$ cat config.mk
export PLATFORM = sky130hd
export DESIGN_NAME = obd2_query_responder_flat
export DESIGN_NICKNAME = d
export VERILOG_FILES = /design/src/hdl/obd2q_pkg.sv /design/src/hdl/obd2q_query_if.sv /design/src/hdl/obd2q_reply_if.sv /design/src/hdl/obd2_query_responder.sv /design/src/flat_wrapper.sv
export SDC_FILE = /design/constraint.sdc
export NUM_CORES = 1
export LEC_CHECK = 0
export BUFFER_PORTS_ARGS = -buffer_cell sky130_fd_sc_hd__buf_4
export CAP_MARGIN = 20
export CELL_PAD_IN_SITES_DETAIL_PLACEMENT = 1
export CELL_PAD_IN_SITES_GLOBAL_PLACEMENT = 1
export CORE_UTILIZATION = 40
export CTS_CLUSTER_SIZE = 30
export DETAILED_ROUTE_END_ITERATION = 7
export PLACE_DENSITY = 0.8
export SKIP_CTS_REPAIR_TIMING = 1
export SLEW_MARGIN = 15
export SYNTH_ARGS = -nofsm -noshare
export SYNTH_HDL_FRONTEND = slang
export SYNTH_SLANG_ARGS = --single-unit
$ cat constraint.sdc
create_clock -name clk -period 7.2 [get_ports clk]
set_input_delay 1.44 -clock clk [delete_from_list [all_inputs] [get_ports clk]]
set_output_delay 1.44 -clock clk [all_outputs]
set_load 0.01 [all_outputs]
$ cat src/hdl/obd2q_pkg.sv
package obd2q_pkg;

  localparam int CFG_INDEX_W = 3;
  localparam int CFG_DATA_W  = 16;
  localparam int TEXT_LEN    = 17;

  localparam logic [10:0] QUERY_ID = 11'h7DF;

  // service modes
  localparam logic [7:0] MODE_CURRENT = 8'h01;
  localparam logic [7:0] MODE_CODES   = 8'h03;
  localparam logic [7:0] MODE_CLEAR   = 8'h04;
  localparam logic [7:0] MODE_PENDING = 8'h07;
  localparam logic [7:0] MODE_INFO    = 8'h09;

  // mode 1 PIDs
  localparam logic [7:0] PID_SUP_A    = 8'h00;
  localparam logic [7:0] PID_COOLANT  = 8'h05;
  localparam logic [7:0] PID_MAP      = 8'h0B;
  localparam logic [7:0] PID_RPM      = 8'h0C;
  localparam logic [7:0] PID_SPEED    = 8'h0D;
  localparam logic [7:0] PID_INTAKE   = 8'h0F;
  localparam logic [7:0] PID_MAF      = 8'h10;
  localparam logic [7:0] PID_STD      = 8'h1C;
  localparam logic [7:0] PID_SUP_B    = 8'h20;
  localparam logic [7:0] PID_DISTANCE = 8'h21;
  localparam logic [7:0] PID_FUEL     = 8'h2F;

  // mode 9 info types
  localparam logic [7:0] INFO_SUPPORT = 8'h00;
  localparam logic [7:0] INFO_VIN     = 8'h02;
  localparam logic [7:0] INFO_CAL     = 8'h04;

  localparam logic [7:0] SVC_CURRENT = 8'h41;
  localparam logic [7:0] SVC_CODES   = 8'h43;
  localparam logic [7:0] SVC_INFO    = 8'h49;
  localparam logic [7:0] TEMP_OFFSET = 8'd40;
  localparam logic [7:0] FUEL_SCALE  = 8'd100;

  localparam logic [8*TEXT_LEN-1:0] VIN_TEXT = "SCBZK25EXYC813876";
  localparam logic [8*TEXT_LEN-1:0] CAL_TEXT = "FW00116MHZ1111111";

  typedef enum logic [2:0] {
    REG_SPEED    = 3'd0,
    REG_RPM      = 3'd1,
    REG_COOLANT  = 3'd2,
    REG_FUEL     = 3'd3,
    REG_INTAKE   = 3'd4,
    REG_MAF      = 3'd5,
    REG_MAP      = 3'd6,
    REG_DISTANCE = 3'd7
  } reg_index_t;

  typedef enum logic [4:0] {
    K_NONE,
    K_SET_FLAG,
    K_CLEAR,
    K_SUP_A,
    K_SUP_B,
    K_STD,
    K_FUEL,
    K_RPM,
    K_SPEED,
    K_INTAKE,
    K_MAF,
    K_COOLANT,
    K_MAP,
    K_DISTANCE,
    K_DTC,
    K_INFO_SUP,
    K_VIN,
    K_CAL
  } kind_t;

  typedef struct packed {
    logic        command;
    logic [10:0] frame_id;
    logic [7:0]  mode_byte;
    logic [7:0]  pid_byte;
    logic        flag_value;
  } query_t;

  typedef struct packed {
    logic [7:0] reply_byte0;
    logic [7:0] reply_byte1;
    logic [7:0] reply_byte2;
    logic [7:0] reply_byte3;
    logic [7:0] reply_byte4;
    logic [7:0] reply_byte5;
    logic [7:0] reply_byte6;
    logic [7:0] reply_byte7;
    logic       last_frame;
  } reply_t;

  function automatic kind_t classify(input query_t q, input logic flag);
    kind_t k;
    k = K_NONE;
    if (q.command) begin
      k = K_SET_FLAG;
    end else if (q.frame_id == QUERY_ID) begin
      case (q.mode_byte)
        MODE_CURRENT: begin
          case (q.pid_byte)
            PID_SUP_A:    k = K_SUP_A;
            PID_SUP_B:    k = K_SUP_B;
            PID_STD:      k = K_STD;
            PID_FUEL:     k = K_FUEL;
            PID_RPM:      k = K_RPM;
            PID_SPEED:    k = K_SPEED;
            PID_INTAKE:   k = K_INTAKE;
            PID_MAF:      k = K_MAF;
            PID_COOLANT:  k = K_COOLANT;
            PID_MAP:      k = K_MAP;
            PID_DISTANCE: k = K_DISTANCE;
            default:      k = K_NONE;
          endcase
        end
        MODE_CODES, MODE_PENDING: k = flag ? K_DTC : K_NONE;
        MODE_CLEAR: k = K_CLEAR;
        MODE_INFO: begin
          case (q.pid_byte)
            INFO_SUPPORT: k = K_INFO_SUP;
            INFO_VIN:     k = K_VIN;
            INFO_CAL:     k = K_CAL;
            default:      k = K_NONE;
          endcase
        end
        default: k = K_NONE;
      endcase
    end
    return k;
  endfunction

  function automatic logic [1:0] frame_count(input kind_t k);
    logic [1:0] n;
    case (k)
      K_NONE, K_SET_FLAG, K_CLEAR: n = 2'd0;
      K_VIN, K_CAL:                n = 2'd3;
      default:                     n = 2'd1;
    endcase
    return n;
  endfunction

  // character at position pos of the VIN or calibration ID
  function automatic logic [7:0] text_char(input logic sel_cal, input logic [4:0] pos);
    logic [7:0] c;
    c = sel_cal ? CAL_TEXT[8*(TEXT_LEN-1-int'(pos)) +: 8]
                : VIN_TEXT[8*(TEXT_LEN-1-int'(pos)) +: 8];
    return c;
  endfunction

endpackage

$ cat src/hdl/obd2q_query_if.sv
interface obd2q_query_if;
  import obd2q_pkg::*;

  logic   valid;
  logic   ready;
  query_t data;

  modport source (output valid, output data, input ready);
  modport sink (input valid, input data, output ready);
endinterface

$ cat src/hdl/obd2q_reply_if.sv
interface obd2q_reply_if;
  import obd2q_pkg::*;

  logic   valid;
  logic   ready;
  reply_t data;

  modport source (output valid, output data, input ready);
  modport sink (input valid, input data, output ready);
endinterface

$ cat src/hdl/obd2_query_responder.sv
// Each query is held in the query register and each reply frame in the output register.
// Throughput: one query per cycle when it gives no reply frame, or one frame and the output
// register is free; a VIN or calibration ID query holds the query register for its three frames.
// Reset (rst, synchronous): pipeline empty, malfunction flag clear, all sensor
// registers zero.
module obd2_query_responder (
  input  logic                               clk,
  input  logic                               rst,
  obd2q_query_if.sink                        query,
  obd2q_reply_if.source                      reply,
  input  logic                               cfg_we,
  input  logic [obd2q_pkg::CFG_INDEX_W-1:0]  cfg_index,
  input  logic [obd2q_pkg::CFG_DATA_W-1:0]   cfg_data
);
  import obd2q_pkg::*;

  // sensor registers
  logic [7:0]        vehicle_speed;
  logic [13:0]       engine_rpm;
  logic signed [8:0] coolant_temp;
  logic [7:0]        fuel_level;
  logic signed [8:0] intake_temp;
  logic [15:0]       maf_rate;
  logic [7:0]        manifold_pressure;
  logic [15:0]       distance_with_mil;

  logic       malfunction_flag;
  logic       q_valid;
  query_t     q;
  logic [1:0] idx;
  logic       out_valid;
  reply_t     out_data;

  kind_t      kind;
  logic [1:0] nframes;
  logic       frame_last;
  logic       out_free;
  logic       emit;
  logic       retire;
  logic [7:0] b [8];
  reply_t     frame;

  logic [14:0] fuel_prod;
  logic [15:0] fuel_sum;
  logic [15:0] rpm_x4;
  logic        sel_cal;

  assign kind       = classify(q, malfunction_flag);
  assign nframes    = frame_count(kind);
  assign frame_last = (idx == nframes - 2'd1);
  assign out_free   = !out_valid || reply.ready;
  assign emit       = q_valid && (nframes != 2'd0) && out_free;
  assign retire     = q_valid && ((nframes == 2'd0) || (emit && frame_last));

  assign query.ready = !q_valid || retire;
  assign reply.valid = out_valid;
  assign reply.data  = out_data;

  // 100*x/255 via reciprocal: floor(y/255) = (y + (y>>8) + 1) >> 8 for y < 65535
  assign fuel_prod = 15'(fuel_level * FUEL_SCALE);
  assign fuel_sum  = 16'(fuel_prod) + 16'(fuel_prod[14:8]) + 16'd1;
  assign rpm_x4    = {engine_rpm, 2'b00};
  assign sel_cal   = (kind == K_CAL);

  always_comb begin
    for (int j = 0; j < 8; j++) begin
      b[j] = 8'h00;
    end
    b[1] = SVC_CURRENT;
    b[2] = q.pid_byte;
    case (kind)
      K_SUP_A: begin
        b[0] = 8'h06; b[2] = 8'h00; b[3] = 8'h08; b[4] = 8'h3B; b[6] = 8'h01;
      end
      K_SUP_B: begin
        b[0] = 8'h06; b[2] = 8'h20; b[3] = 8'h80; b[4] = 8'h02;
      end
      K_STD: begin
        b[0] = 8'h04; b[3] = 8'h0A;
      end
      K_FUEL: begin
        b[0] = 8'h03; b[3] = fuel_sum[15:8];
      end
      K_RPM: begin
        b[0] = 8'h04; b[3] = rpm_x4[15:8]; b[4] = rpm_x4[7:0];
      end
      K_SPEED: begin
        b[0] = 8'h03; b[3] = vehicle_speed;
      end
      K_INTAKE: begin
        b[0] = 8'h03; b[3] = 8'(intake_temp[7:0] + TEMP_OFFSET);
      end
      K_COOLANT: begin
        b[0] = 8'h03; b[3] = 8'(coolant_temp[7:0] + TEMP_OFFSET);
      end
      K_MAF: begin
        b[0] = 8'h04; b[3] = maf_rate[15:8]; b[4] = maf_rate[7:0];
      end
      K_MAP: begin
        b[0] = 8'h03; b[3] = manifold_pressure;
      end
      K_DISTANCE: begin
        b[0] = 8'h04; b[3] = distance_with_mil[15:8]; b[4] = distance_with_mil[7:0];
      end
      K_DTC: begin
        b[0] = 8'h06; b[1] = SVC_CODES; b[2] = 8'h02; b[3] = 8'h02;
        b[4] = 8'h61; b[5] = 8'h07;
      end
      K_INFO_SUP: begin
        b[0] = 8'h06; b[1] = SVC_INFO; b[2] = 8'h00; b[3] = 8'h28; b[4] = 8'h28;
      end
      K_VIN, K_CAL: begin
        case (idx)
          2'd0: begin
            b[0] = 8'd16; b[1] = 8'd20; b[2] = 8'd73; b[3] = q.pid_byte; b[4] = 8'd1;
            b[5] = text_char(sel_cal, 5'd0);
            b[6] = text_char(sel_cal, 5'd1);
            b[7] = text_char(sel_cal, 5'd2);
          end
          2'd1: begin
            b[0] = 8'd33;
            for (int j = 1; j < 8; j++) begin
              b[j] = text_char(sel_cal, 5'(j + 2));
            end
          end
          default: begin
            b[0] = 8'd34;
            for (int j = 1; j < 8; j++) begin
              b[j] = text_char(sel_cal, 5'(j + 9));
            end
          end
        endcase
      end
      default: begin
        b[1] = SVC_CURRENT;
      end
    endcase
    frame.reply_byte0 = b[0];
    frame.reply_byte1 = b[1];
    frame.reply_byte2 = b[2];
    frame.reply_byte3 = b[3];
    frame.reply_byte4 = b[4];
    frame.reply_byte5 = b[5];
    frame.reply_byte6 = b[6];
    frame.reply_byte7 = b[7];
    frame.last_frame  = frame_last;
  end

  always_ff @(posedge clk) begin
    if (rst) begin
      q_valid           <= 1'b0;
      idx               <= 2'd0;
      malfunction_flag  <= 1'b0;
      out_valid         <= 1'b0;
      vehicle_speed     <= '0;
      engine_rpm        <= '0;
      coolant_temp      <= '0;
      fuel_level        <= '0;
      intake_temp       <= '0;
      maf_rate          <= '0;
      manifold_pressure <= '0;
      distance_with_mil <= '0;
    end else begin
      if (query.valid && query.ready) begin
        q_valid <= 1'b1;
        q       <= query.data;
      end else if (retire) begin
        q_valid <= 1'b0;
      end

      if (retire) begin
        idx <= 2'd0;
      end else if (emit) begin
        idx <= idx + 2'd1;
      end

      // flag changes take effect when the query leaves the query register
      if (retire && kind == K_SET_FLAG) begin
        malfunction_flag <= q.flag_value;
      end else if (retire && kind == K_CLEAR) begin
        malfunction_flag <= 1'b0;
      end

      if (emit) begin
        out_valid <= 1'b1;
        out_data  <= frame;
      end else if (reply.ready) begin
        out_valid <= 1'b0;
      end

      if (cfg_we) begin
        case (reg_index_t'(cfg_index))
          REG_SPEED:    vehicle_speed     <= cfg_data[7:0];
          REG_RPM:      engine_rpm        <= cfg_data[13:0];
          REG_COOLANT:  coolant_temp      <= cfg_data[8:0];
          REG_FUEL:     fuel_level        <= cfg_data[7:0];
          REG_INTAKE:   intake_temp       <= cfg_data[8:0];
          REG_MAF:      maf_rate          <= cfg_data[15:0];
          REG_MAP:      manifold_pressure <= cfg_data[7:0];
          REG_DISTANCE: distance_with_mil <= cfg_data[15:0];
          default:      vehicle_speed     <= vehicle_speed;
        endcase
      end
    end
  end

endmodule
$ cat src/flat_wrapper.sv
// flat-port wrapper written by rule: the top's interface ports become plain ports
module obd2_query_responder_flat import obd2q_pkg::*;
  (clk, rst, cfg_we, cfg_index, cfg_data, query_valid, query_data, query_ready, reply_valid, reply_data, reply_ready);
  obd2q_query_if query_i ();
  obd2q_reply_if reply_i ();
  input  logic clk;
  input  logic rst;
  input  logic cfg_we;
  input  logic [obd2q_pkg::CFG_INDEX_W-1:0] cfg_index;
  input  logic [obd2q_pkg::CFG_DATA_W-1:0] cfg_data;
  input wire logic [$bits(query_i.valid)-1:0] query_valid;
  input wire logic [$bits(query_i.data)-1:0] query_data;
  output wire logic [$bits(query_i.ready)-1:0] query_ready;
  output wire logic [$bits(reply_i.valid)-1:0] reply_valid;
  output wire logic [$bits(reply_i.data)-1:0] reply_data;
  input wire logic [$bits(reply_i.ready)-1:0] reply_ready;
  assign query_i.valid = query_valid;
  assign query_i.data = query_data;
  assign query_ready = query_i.ready;
  assign reply_valid = reply_i.valid;
  assign reply_data = reply_i.data;
  assign reply_i.ready = reply_ready;
  obd2_query_responder u_core (.clk(clk), .rst(rst), .query(query_i), .reply(reply_i), .cfg_we(cfg_we), .cfg_index(cfg_index), .cfg_data(cfg_data));
endmodule
Word level (Yosys, flattened, before mapping):

Index checks and enable logic that the tools add are counted.

* latch bits: 0
* bits of input ports: 53
* bits in writable memories: 0
* word-level logic and storage cells: 153
* flip-flop bits (word level): 185
* output and inout bits: 67
* memory bits (read-only): 0
* memories: 0

* equal/unequal tests: 44
* muxes and demuxes: 36
* div/mod/pow operators: 0
* $lt $le $gt $ge: 0
* $mul: 1
* reduce and logical (&&, ||, !) cells: 39
* shift operators: 0
* add/sub/neg operators: 6
* bitwise gates (word level): 1

Operators by type and width (number)
* $pmux W62 S2: 1
* $pmux W8 S14: 1
* $pmux W8 S8: 1
* $pmux W4 S11: 1
* $eq A5 B4 Y1 const B: 8
* $eq A8 B4 Y1 const B: 5
* $eq A8 B3 Y1 const B: 4
* $pmux W8 S2: 2
* $pmux W8 S4: 1
* $mux W7: 4
* $mux W5: 5
* $eq A8 B6 Y1 const B: 3
* $pmux W6 S4: 1
* $pmux W8 S3: 1
* $eq A5 B3 Y1 const B: 4
* $pmux W5 S4: 1
* $reduce_and A2 Y1: 10
* $add A15 B7 Y16: 1
* $add A16 B1 Y16 const B: 1
* $add A8 B6 Y8 const B: 2
* $eq A8 B2 Y1 const B: 2
* $eq A8 B5 Y1 const B: 2
* $pmux W5 S3: 1
* $mul A8 B5 Y13 const B: 1
* 30 further kinds: 64

Depth between registers and ports, before layout:

Gate-level depths: netlist of the first run.

* depth after elaboration: 17
* gate-level depth with buffers: 19
* depth with buffers taken out: 19

Least setup slack after synthesis of the first run:

OpenSTA, ideal clock, no wires.

* kind: register -> register
* start: register u_core.q[16] in the netlist's numbering
* end: register u_core.out_data (netlist bit u_core.reply.data[0]), enable pin
* buffers on the path: 0
* library setup time: 536 ps
* data required time: 6664 ps
* setup slack: 497 ps
* arrival: 6167 ps
* period minus slack after synthesis: 6703 ps
* cell stages (with the launch flop): 9
* path through: edfxtp_1 or4_4 nor4b_4 nand2_1 o21a_2 nor4_4 or3_4 nor2_4 nor3_1

* cells in the longest elaborated chain, start to end: 12
* elaborated cells between the ends (all ways): 21
* classes of those cells: 9 x eq/ne; 4 x mux; 8 x reduce/logical

Ends and longest elaborated chain
* from (decl): line obd2_query_responder.sv:29 `query_t q;`
* from (signal assigned): line obd2_query_responder.sv:166 `q <= query.data;`
* $eq A8 B2 Y1 / $eq A8 B3 Y1 (equally long branches): line obd2q_pkg.sv:101 `case (q.mode_byte)`
* $reduce_or A2 Y1: line obd2q_pkg.sv:101
* $pmux W5 S4 *: line obd2q_pkg.sv:101
* $mux W5 *: line obd2q_pkg.sv:100 `end else if (q.frame_id == QUERY_ID) begin`
* $mux W5 *: line obd2q_pkg.sv:98 `if (q.command) begin`
* $eq A5 B2 Y1 (tied with other cells): line obd2q_pkg.sv:136 `case (k)`
* $reduce_or A3 Y1 / $reduce_or A2 Y1 (equally long branches): line obd2q_pkg.sv:136
* $pmux W2 S2 *: line obd2q_pkg.sv:136
* $reduce_bool A2 Y1 *: line obd2_query_responder.sv:52 `assign emit = q_valid && (nframes != 2'd0) && out_free;`
* $logic_and A1 B1 Y1 * (2 in series): line obd2_query_responder.sv:52
* $reduce_and A2 Y1 (no source line) *
* to (signal assigned): line obd2_query_responder.sv:186 `out_data <= frame;`
* to (decl): line obd2_query_responder.sv:32 `reply_t out_data;`

Every way passes the cells marked *; elsewhere a longest branch is shown, timed or not.
A chain may end at the register's enable or synchronous reset.

Worst setup path after layout of the first run:

* start: register u_core.q[4] in the netlist's numbering
* end: output port query_ready

* cells in the longest elaborated chain, start to end: 15
* elaborated cells between the ends (all ways): 36
* classes of those cells: 1 x add/sub; 17 x eq/ne; 6 x mux; 12 x reduce/logical

Ends and longest elaborated chain
* $eq A8 B6 Y1 (tied with other cells): line obd2q_pkg.sv:103 `case (q.pid_byte)`
* $pmux W4 S11 / $pmux W5 S3 (equally long branches): line obd2q_pkg.sv:103, obd2q_pkg.sv:121
* $pmux W5 S4 *: line obd2q_pkg.sv:101
* $mux W5 *: line obd2q_pkg.sv:100
* $mux W5 *: line obd2q_pkg.sv:98
* $eq A5 B2 Y1 (tied with other cells): line obd2q_pkg.sv:136
* $reduce_or A3 Y1 / $reduce_or A2 Y1 (equally long branches): line obd2q_pkg.sv:136
* $pmux W2 S2 *: line obd2q_pkg.sv:136
* parallel branches: the longest is 4 deep, another holds $sub A2 B1 Y2
* $logic_or A1 B1 Y1 *: line obd2_query_responder.sv:53 `assign retire = q_valid && ((nframes == 2'd0) || (emit && frame_last));`
* $logic_and A1 B1 Y1 *: line obd2_query_responder.sv:53
* $logic_or A1 B1 Y1 *: line obd2_query_responder.sv:55 `assign query.ready = !q_valid || retire;`
* to (decl): line flat_wrapper.sv:13 `output wire logic [$bits(query_i.ready)-1:0] query_ready;`

Mark *: on every way between the ends.

==> results of run 1 <==
[cell type report]
cell class	instances	area, sq um
fill	2525	11300
inverter	20	75.07
clock buffer	17	425.4
timing repair buffer	120	900.9
multi-input combinational	710	4370
clock inverter	15	191.4
tap	280	350.3
sequential	175	4344
[cells by family (layout without fill, tap and decap cells)]
logic type                 after synthesis  count (layout)  share of synthesized area
and+or+nand+nor                        389             389                     0.2097
AOI/OAI and AO/OA                      248             248                     0.1821
DFF                                    175             175                     0.4806
buffers and inverters                   82             172                    0.04166
adders and majority gates               41              41                    0.05924
xor gates and xnor gates                17              17                    0.01647
muxes                                    8               8                   0.009826
other                                    1               7                  0.0004148
[cell usage after synthesis, types with 5 or more instances]
| cell type | n |
|---|---|
| nor2_1 | 47 |
| buf_4 | 11 |
| xor2_1 | 9 |
| and3_1 | 5 |
| a222oi_1 | 7 |
| ha_1 | 38 |
| nor4_2 | 6 |
| a21oi_1 | 124 |
| o21a_1 | 5 |
| inv_1 | 19 |
| clkbuf_1 | 34 |
| nor4_4 | 5 |
| clkbuf_2 | 5 |
| a221oi_1 | 5 |
| edfxtp_1 | 84 |
| xnor2_1 | 8 |
| nor3_1 | 17 |
| nand2_1 | 234 |
| dfxtp_1 | 91 |
| nand3_1 | 13 |
| a21o_1 | 9 |
| nand2b_1 | 8 |
| o2111ai_1 | 5 |
| nor2b_1 | 5 |
| o21ai_0 | 29 |
| and2_1 | 8 |
| buf_2 | 11 |
| nand4_1 | 9 |
[critical path, stage by stage (launching register included)]
cell and delay (ps):
edfxtp_1 610, or4b_4 650, nor4_2 290, nand3_1 650
o2111ai_2 490, nor4_4 80, or3_4 450, o221ai_2 290
buf_4 180
[worst paths after layout]
kind	start	endpoint	slack, ps	cells past startpoint
hold / removal	u_core.maf_rate[6]	u_core.maf_rate[6]	460	2
setup reg to reg	u_core.q[2]	u_core.reply.data[38]	2430	10
setup / recovery	u_core.q[4]	query_ready	1640	8
hold reg to reg	u_core.maf_rate[6]	u_core.maf_rate[6]	460	2
[metrics by stage]
step	hold WS [ps]	utilization	total power [mW]	worst slack (ps)	cell area, sq um
floorplan	431.9	-	1.181	496.9	9062
global placement	442.0	0.4573	1.232	2231	10040
detailed placement	447.3	0.4573	1.238	2137	10040
CTS	456.9	0.4854	2.203	1654	10660
global route	470.4	0.4854	2.255	1423	10660
finish	462.3	0.4854	2.195	1640	10660
[flip-flops by register name (all words and copies together), names as in the netlist]
register,flops
u_core.engine_rpm,14
u_core.reply.data,55
u_core.idx,2
u_core.coolant_temp,8
u_core.reply.valid,1
u_core.malfunction_flag,1
u_core.distance_with_mil,16
u_core.vehicle_speed,8
u_core.q_valid,1
u_core.intake_temp,8
u_core.fuel_level,8
u_core.manifold_pressure,8
u_core.q,29
u_core.maf_rate,16
[report_power, final]
part / switching (mW) / total, mW / internal [mW]
Sequential: 0.0255 / 1.09 / 1.06
Clock: 0.448 / 0.977 / 0.529
Combinational: 0.0833 / 0.132 / 0.0491
[per-layer routing]
layer	GRT usage	share of wire
met5	0	0
met1	0.3192	0.42
met4	0.08989	0.023
met2	0.4301	0.49
met3	0.03214	0.057
==> flow_metrics.env, run 1 <==
export IMPL_tns_ps=0
export IMPL_critPathLaunchType="flip-flop"
export IMPL_relSlewSlack=0.2347
export IMPL_drive_gt1_frac=0.1835
export IMPL_num_nets_final=1138
export IMPL_rows=54
export IMPL_netlist_top_cells_area="edfxtp_1, dfxtp_1, nand2_1"
export IMPL_drtAntennaViolNets=0
export IMPL_ys_types=86
export IMPL_clock_latency_ps=440
export IMPL_hold_viol_final=0
export IMPL_gp_congestion=0.8617
export IMPL_drc=11
export IMPL_netlist_area_sq_um=9040
export IMPL_finalCritPeriodShare=0.7723
export IMPL_coreArea_sq_um=21960
export IMPL_grt_pass1_vias=7982
export IMPL_yosysSeqAreaShare=0.4806
export IMPL_crit_arrival_ps=4120
export IMPL_cap_violations=0
export IMPL_die_w_um=152.3
export IMPL_die_h_um=152.3
export IMPL_antenna_cells=0
export IMPL_rsz0062_at_grt="no"
export IMPL_peakVddDrop_mv=0.1540
export IMPL_synth_async_sr_flop_share=0
export IMPL_ios=120
export IMPL_area_delta_synth_final_pct=17.90
export IMPL_cts_root_buf="clkbuf_16"
export IMPL_grt_pass1_wl_mm=44.62
export IMPL_synth_top_area_share=0.2790
export IMPL_cts_buffers=17
export IMPL_layout_min_cycle_time_ps=5560
export IMPL_power_leakage_nw=3.913
export IMPL_tightest_slew_ps=1144
export IMPL_ys_ff_latch=175
export IMPL_drv_slew=0
export IMPL_cts_max_level=4
export IMPL_syn_avg_cell_area_sq_um=9.407
export IMPL_ys_flop_type="dfxtp_1"
export IMPL_viasPerCell=5.799
export IMPL_p_per_area_nw_per_um2=206.0
export IMPL_synthCells=961
export IMPL_start_util=0.4117
export IMPL_drt_iter0_markers=616
export IMPL_failed_checks="DRC"
export IMPL_num_vias=7753
export IMPL_placed_cells=1305
export IMPL_grt_max_degree=81
export IMPL_path_max_fanout=20
export IMPL_clock_sinks=175
export IMPL_crit_required_ps=5760
export IMPL_fmax_mhz=179.8
export IMPL_synth_edff_count=84
export IMPL_clk_path_buf_depth=2
export IMPL_path_clk_slew_ps=70
export IMPL_criticalPathCategory="flip-flop to primary output"
export IMPL_grt_antenna_before_repair=0
export IMPL_layout_common_cells="nand2_1, a21oi_1, buf_4"
export IMPL_hp_class="flip-flop to flip-flop"
export IMPL_dpl_hpwl_mm=20.23
export IMPL_cts_tree="done"
export IMPL_gr_total_overflow=0
export IMPL_portBuffers=112
export IMPL_status="finished, violations left"
export IMPL_dr_pass1_iters=7
export IMPL_layout_commonest_cell="nand2_1"
export IMPL_stdcell_count=1337
export IMPL_dieArea_sq_um=23200
export IMPL_grt_usage=0.2491
export IMPL_drt_wl_total_mm=28.52
export IMPL_critPathCaptureType="primary output"
export IMPL_setup_viol=0
export IMPL_post_synth_top_area_cell="edfxtp_1"
export IMPL_fin_worst_skew_ps=11.27
export IMPL_wl_per_cell_um=21.33
export IMPL_yosys_warnings=0
Note: power is estimated with default switching activity, not from simulation.
==> run 2: changes to the inputs <==
==> constraint.sdc (replaced) <==
create_clock -name clk -period 4.8 [get_ports clk]
set_input_delay 0.96 -clock clk [delete_from_list [all_inputs] [get_ports clk]]
set_output_delay 0.96 -clock clk [all_outputs]
set_load 0.01 [all_outputs]
==> run 2 against run 1 <==
Net effect: the flow still finishes with violations (DRC); sequential share of layout area fell by 0.83 points; combinational power increased by 61%; first-iteration DRC count fell by 7.0%; count of clock-buffer cells in the layout rose by 2; cell count is 1.3% higher; clock power grew 53%; total power up 52%; global-route usage fell by 0.31 points; non-clock buffer count rose by 17; clock skew rose by 2.5 ps.
==> flow_metrics.env, run 2 (synthesis results as in run 1) <==
export IMPL_path_max_fanout=13
export IMPL_pwr_share_seq=0.488
export IMPL_drt_wl_total_mm=28.67
export IMPL_coreArea_sq_um=21960
export IMPL_cts_tree="done"
export IMPL_path_clk_slew_ps=70
export IMPL_layout_common_cells="nand2_1, buf_4, a21oi_1"
export IMPL_grt_max_degree=83
export IMPL_layout_min_cycle_time_ps=4707
export IMPL_intPower_mw=2.535
export IMPL_busiest_layer="met2"
export IMPL_num_vias=7836
export IMPL_ios=120
export IMPL_crit_required_ps=4970
export IMPL_hp_class="flip-flop to flip-flop"
export IMPL_p_per_area_nw_per_um2=305.8
export IMPL_crit_path_cell_trace="or4_1 -> a211oi_2 -> a21oi_1 -> or4b_1 -> nor4_4 -> mux2_2 -> ha_1 -> or2_2 -> a21boi_0 -> o21a_1 -> o31ai_1"
export IMPL_clock_latency_ps=440
export IMPL_tns_ps=0
export IMPL_hold_depth=2
export IMPL_timing_final_ws_setup_ps=93.03
export IMPL_cts_max_level=4
export IMPL_antenna_cells=0
export IMPL_setup_viol=0
export IMPL_critPathLaunchType="flip-flop"
export IMPL_start_util=0.4117
export IMPL_reg2reg_depth=11
export IMPL_drv_slew=0
export IMPL_portBuffers=112
export IMPL_fmax_mhz=212.5
export IMPL_p_sw_frac=0.2381
export IMPL_p_clk_frac=0.448
export IMPL_regToRegEndpoint="u_core.reply.data[40]"
export IMPL_wl_per_cell_um=21.17
export IMPL_dpl_hpwl_mm=20.19
export IMPL_cpPeakStageDelay_ps=690
export IMPL_switching_power_mw=0.7925
export IMPL_viasPerCell=5.787
export IMPL_clock_sinks=175
export IMPL_dieArea_sq_um=23200
export IMPL_largest_register_ffs=55
export IMPL_criticalPathCategory="flip-flop to flip-flop"
export IMPL_grt_usage=0.2460
export IMPL_placed_cells=1315
export IMPL_area_delta_synth_final_pct=20.39
export IMPL_cts_buffers=17
export IMPL_status="finished, violations left"
export IMPL_grt_use_met3=0.05063
export IMPL_grt_antenna_before_repair=0
export IMPL_grt_pass1_vias=8027
export IMPL_dp_slack_ps=-22.70
export IMPL_cp_startpoint="u_core.q[2]"
export IMPL_num_nets_final=1156
export IMPL_gr_total_overflow=0
export IMPL_slowest_stage="or4b_1"
export IMPL_peakVddDrop_mv=0.2030
export IMPL_failed_checks="DRC"
export IMPL_stdcell_count=1354
export IMPL_dr_pass1_iters=7
export IMPL_rsz0062_at_grt="yes"
export IMPL_critPathCaptureType="flip-flop"
export IMPL_r2r_start="u_core.q[2]"
export IMPL_layout_commonest_cell="nand2_1"
export IMPL_finalCritPeriodShare=0.9806
export IMPL_grt_pass1_wl_mm=44.29
export IMPL_hold_viol_final=0
export IMPL_drtAntennaViolNets=0
export IMPL_drt_iter0_markers=573
export IMPL_use_met1=0.2990
export IMPL_tightest_slew_ps=1088
export IMPL_gp_congestion=0.8935
export IMPL_crit_arrival_ps=4880
export IMPL_drc=8
export IMPL_worstHoldStart="u_core.distance_with_mil[2]"
export IMPL_power_leakage_nw=4.031
export IMPL_met2_usage=0.4257
export IMPL_r2r_slack_ps=90
export IMPL_die_h_um=152.3
export IMPL_worstHoldEndpoint="u_core.distance_with_mil[2]"
export IMPL_drive_gt1_frac=0.2058
export IMPL_die_w_um=152.3
export IMPL_clk_path_buf_depth=2
export IMPL_pwr_share_comb=0.064
export IMPL_fin_worst_skew_ps=13.77
export IMPL_rows=54
export IMPL_cts_root_buf="clkbuf_16"
export IMPL_relSlewSlack=0.2691
export IMPL_cap_violations=0
==> run 2: changes by cell type in the layout (fill, tap and decap cells not counted), sizes merged <==
cell,before,now
inv,26,24
bufinv,2,3
clkinvlp,3,1
o21ai,33,34
buf,120,137
clkbuf,17,19
==> run 2: final cells by class <==
cell class	count	area, sq um
Clock buffer	19	455.4
Clock inverter	12	170.2
Fill cell	2497	11080
Inverter	20	75.07
Multi-Input combinational cell	711	4420
Sequential cell	175	4345
Tap cell	280	350.3
Timing Repair Buffer	137	1066
==> run 2: power groups by stage <==
| stage | logic [mW] | registers [mW] | clock network (mW) |
|---|---|---|---|
| 3_3_place_gp | 0.194 | 1.66 | 0 |
| 4_1_cts | 0.202 | 1.63 | 1.50 |
| 6_report | 0.213 | 1.62 | 1.49 |
| 5_1_grt | 0.232 | 1.63 | 1.55 |
| 2_1_floorplan | 0.130 | 1.64 | 0 |
| 3_5_place_dp | 0.200 | 1.66 | 0 |
==> run 2: worst max-delay path, delay by kind of cell, from the launching register on <==
family | cells | cell delay, ps
simple gates | 4 | 2160
mux | 1 | 420
fa+ha+maj | 1 | 230
compound gates | 5 | 1060
flops | 1 | 560
==> run 2: worst max-delay path by stage <==
stage	end	slack, ps
6_report	u_core.reply.data[40]	90
5_1_grt	u_core.reply.data[40]	-70
4_1_cts	u_core.reply.data[40]	-40
3_5_place_dp	u_core.reply.data[40]	-20
3_3_place_gp	u_core.reply.data[40]	140
2_1_floorplan	u_core.reply.data[40]	500
==> run 2: per-stage QoR <==
step / util / power [mW] / hold slack (ps) / instance area, sq um
2_1_floorplan: - / 1.772 / 431.9 / 9074
3_3_place_gp: 0.4617 / 1.851 / 439.4 / 10140
3_5_place_dp: 0.4617 / 1.858 / 448.2 / 10140
4_1_cts: 0.4902 / 3.327 / 456.9 / 10760
5_1_grt: 0.4956 / 3.411 / 477.1 / 10880
6_report: 0.4956 / 3.328 / 457.7 / 10880
==> run 2: layer usage <==
layer,vias to the layer above,share of wire
li1,3651,-
met1,3889,0.41
met2,242,0.50
met3,54,0.055
met4,0,0.030
met5,-,0
==> run 3: changes to the inputs <==
--- a/config.mk
+++ b/config.mk
@@ -12,7 +12,7 @@
 export CORE_UTILIZATION = 40
 export CTS_CLUSTER_SIZE = 30
 export DETAILED_ROUTE_END_ITERATION = 7
-export PLACE_DENSITY = 0.8
+export PLACE_DENSITY = 0.77
 export SKIP_CTS_REPAIR_TIMING = 1
 export SLEW_MARGIN = 15
 export SYNTH_ARGS = -nofsm -noshare
==> constraint.sdc (replaced) <==
create_clock -name clk -period 4.7 [get_ports clk]
set_input_delay 0.94 -clock clk [delete_from_list [all_inputs] [get_ports clk]]
set_output_delay 0.94 -clock clk [all_outputs]
set_load 0.01 [all_outputs]
==> run 3 against run 2 <==
Net effect: the flow still finishes with violations (DRC); non-clock buffer count rose by 3; clock skew fell by 2.1 ps; register-to-register slack improved by 60 ps; sequential power rose by 2%; first-iteration DRC count fell by 9.9%; critical endpoint is now query_ready; largest cell class unchanged; largest power group unchanged.
==> flow_metrics.env, run 3 (synthesis results as in run 1) <==
export IMPL_num_nets_final=1158
export IMPL_crit_arrival_ps=3650
export IMPL_dr_pass1_iters=7
export IMPL_crit_required_ps=3760
export IMPL_busiest_layer="met2"
export IMPL_status="finished, violations left"
export IMPL_fmax_mhz=217.7
export IMPL_r2r_slack_ps=150
export IMPL_ios=120
export IMPL_drv_slew=0
export IMPL_clk_path_buf_depth=2
export IMPL_fin_worst_skew_ps=11.68
export IMPL_grt_usage=0.2536
export IMPL_cts_max_level=4
export IMPL_rows=54
export IMPL_crit_path_cell_trace="buf_4 -> or4b_4 -> nor4_4 -> o211ai_4 -> o2111ai_2 -> nor4_4 -> or3_4 -> o221ai_2 -> buf_4"
export IMPL_cap_violations=0
export IMPL_hp_class="flip-flop to flip-flop"
export IMPL_grt_antenna_before_repair=0
export IMPL_p_per_area_nw_per_um2=304.5
export IMPL_critPathLaunchType="flip-flop"
export IMPL_layout_commonest_cell="nand2_1"
export IMPL_hold_worst_slack_ps=457.0
export IMPL_critPathCaptureType="primary output"
export IMPL_area_delta_synth_final_pct=20.11
export IMPL_use_met1=0.3132
export IMPL_gr_total_overflow=0
export IMPL_grt_max_degree=81
export IMPL_slowest_stage="or4b_4"
export IMPL_criticalPathCategory="flip-flop to primary output"
export IMPL_grt_use_met3=0.05006
export IMPL_cts_buffers=17
export IMPL_antenna_cells=0
export IMPL_layout_common_cells="nand2_1, buf_4, a21oi_1"
export IMPL_grt_pass1_wl_mm=45.32
export IMPL_drc=10
export IMPL_dpl_hpwl_mm=20.49
export IMPL_tns_ps=0
export IMPL_dp_slack_ps=-41.61
export IMPL_drive_gt1_frac=0.2108
export IMPL_start_util=0.4117
export IMPL_die_h_um=152.3
export IMPL_relSlewSlack=0.3423
export IMPL_gp_congestion=0.8393
export IMPL_die_w_um=152.3
export IMPL_fillCellCount=2496
export IMPL_failed_checks="DRC"
export IMPL_largest_register_ffs=55
export IMPL_path_max_fanout=13
export IMPL_clock_sinks=175
export IMPL_power_leakage_nw=4.015
export IMPL_critical_path_buf_inv_count=2
export IMPL_timing_final_ws_setup_ps=106.9
export IMPL_drt_iter0_markers=516
export IMPL_layout_min_cycle_time_ps=4593
export IMPL_finalCritPeriodShare=0.9773
export IMPL_num_vias=7803
export IMPL_peakVddDrop_mv=0.2001
export IMPL_grt_pass1_vias=8087
export IMPL_met2_usage=0.4433
export IMPL_drt_wl_total_mm=28.99
export IMPL_clock_latency_ps=450
export IMPL_utilization=0.4945
export IMPL_critPathTopFamily="simple AND/OR/NAND/NOR gates"
export IMPL_portBuffers=112
export IMPL_drtAntennaViolNets=0
export IMPL_path_clk_slew_ps=70
export IMPL_viasPerCell=5.750
export IMPL_dieArea_sq_um=23200
export IMPL_hold_viol_final=0
export IMPL_setup_viol=0
export IMPL_cts_tree="done"
export IMPL_cpPeakStageDelay_ps=570
export IMPL_coreArea_sq_um=21960
export IMPL_wl_per_cell_um=21.36
export IMPL_cts_root_buf="clkbuf_16"
export IMPL_tightest_slew_ps=979.0
-- run 3: cell count changes in the layout (fill, tap and decap cells not counted), sizes merged --
cell | previous run | this run
bufinv | 3 | 1
buf | 137 | 140
o21ai | 34 | 33
clkbuf | 19 | 20
clkinv | 4 | 5
clkinvlp | 1 | 2
-- run 3: cell type report --
class | instances | area [sq um] | share of cell area
clock inverter | 12 | 125.1 | 0.01152
timing repair buffer | 140 | 1080 | 0.09945
tap | 280 | 350.3 | 0.03227
clock buffer | 20 | 459.2 | 0.04229
multi-input combinational | 710 | 4419 | 0.4070
sequential | 175 | 4349 | 0.4006
inverter | 20 | 75.07 | 0.006914
-- run 3: where the power goes --
part | total [mW] | switching, mW | internal [mW]
logic | 0.217 | 0.135 | 0.0820
clock network | 1.43 | 0.655 | 0.777
registers | 1.66 | 0.0322 | 1.62
-- run 3: worst min-delay path, cell delays in order (launching register included) --
cell and delay (ps):
dfxtp_1 310, nand2_1 50, a21oi_1 50
-- run 3: worst paths after layout --
kind	from	cells after the start	to
setup reg to reg	u_core.fuel_level[2]	17	u_core.reply.data[40]
hold reg to reg	u_core.distance_with_mil[4]	2	u_core.distance_with_mil[4]
hold / removal	u_core.distance_with_mil[4]	2	u_core.distance_with_mil[4]
setup / recovery	u_core.q[4]	9	query_ready
-- run 3: through the flow --
| step | power, mW | cells | area [sq um] |
|---|---|---|---|
| final | 3.307 | 1357 | 10860 |
| after global routing | 3.410 | 1357 | 10860 |
| after CTS | 3.324 | 1355 | 10780 |
| after detailed placement | 1.901 | 1323 | 10200 |
| after global placement | 1.895 | 1323 | 10200 |
| after floorplan | 1.810 | 967 | 9074 |
-- run 3: metal layers --
| metal | wire length (um) | share of wire | vias to the layer above |
|---|---|---|---|
| met5 | 0 | 0 | - |
| met4 | 561 | 0.019 | 0 |
| met3 | 1494 | 0.052 | 44 |
| met2 | 14830 | 0.51 | 222 |
| met1 | 12110 | 0.42 | 3889 |
| li1 | - | - | 3648 |
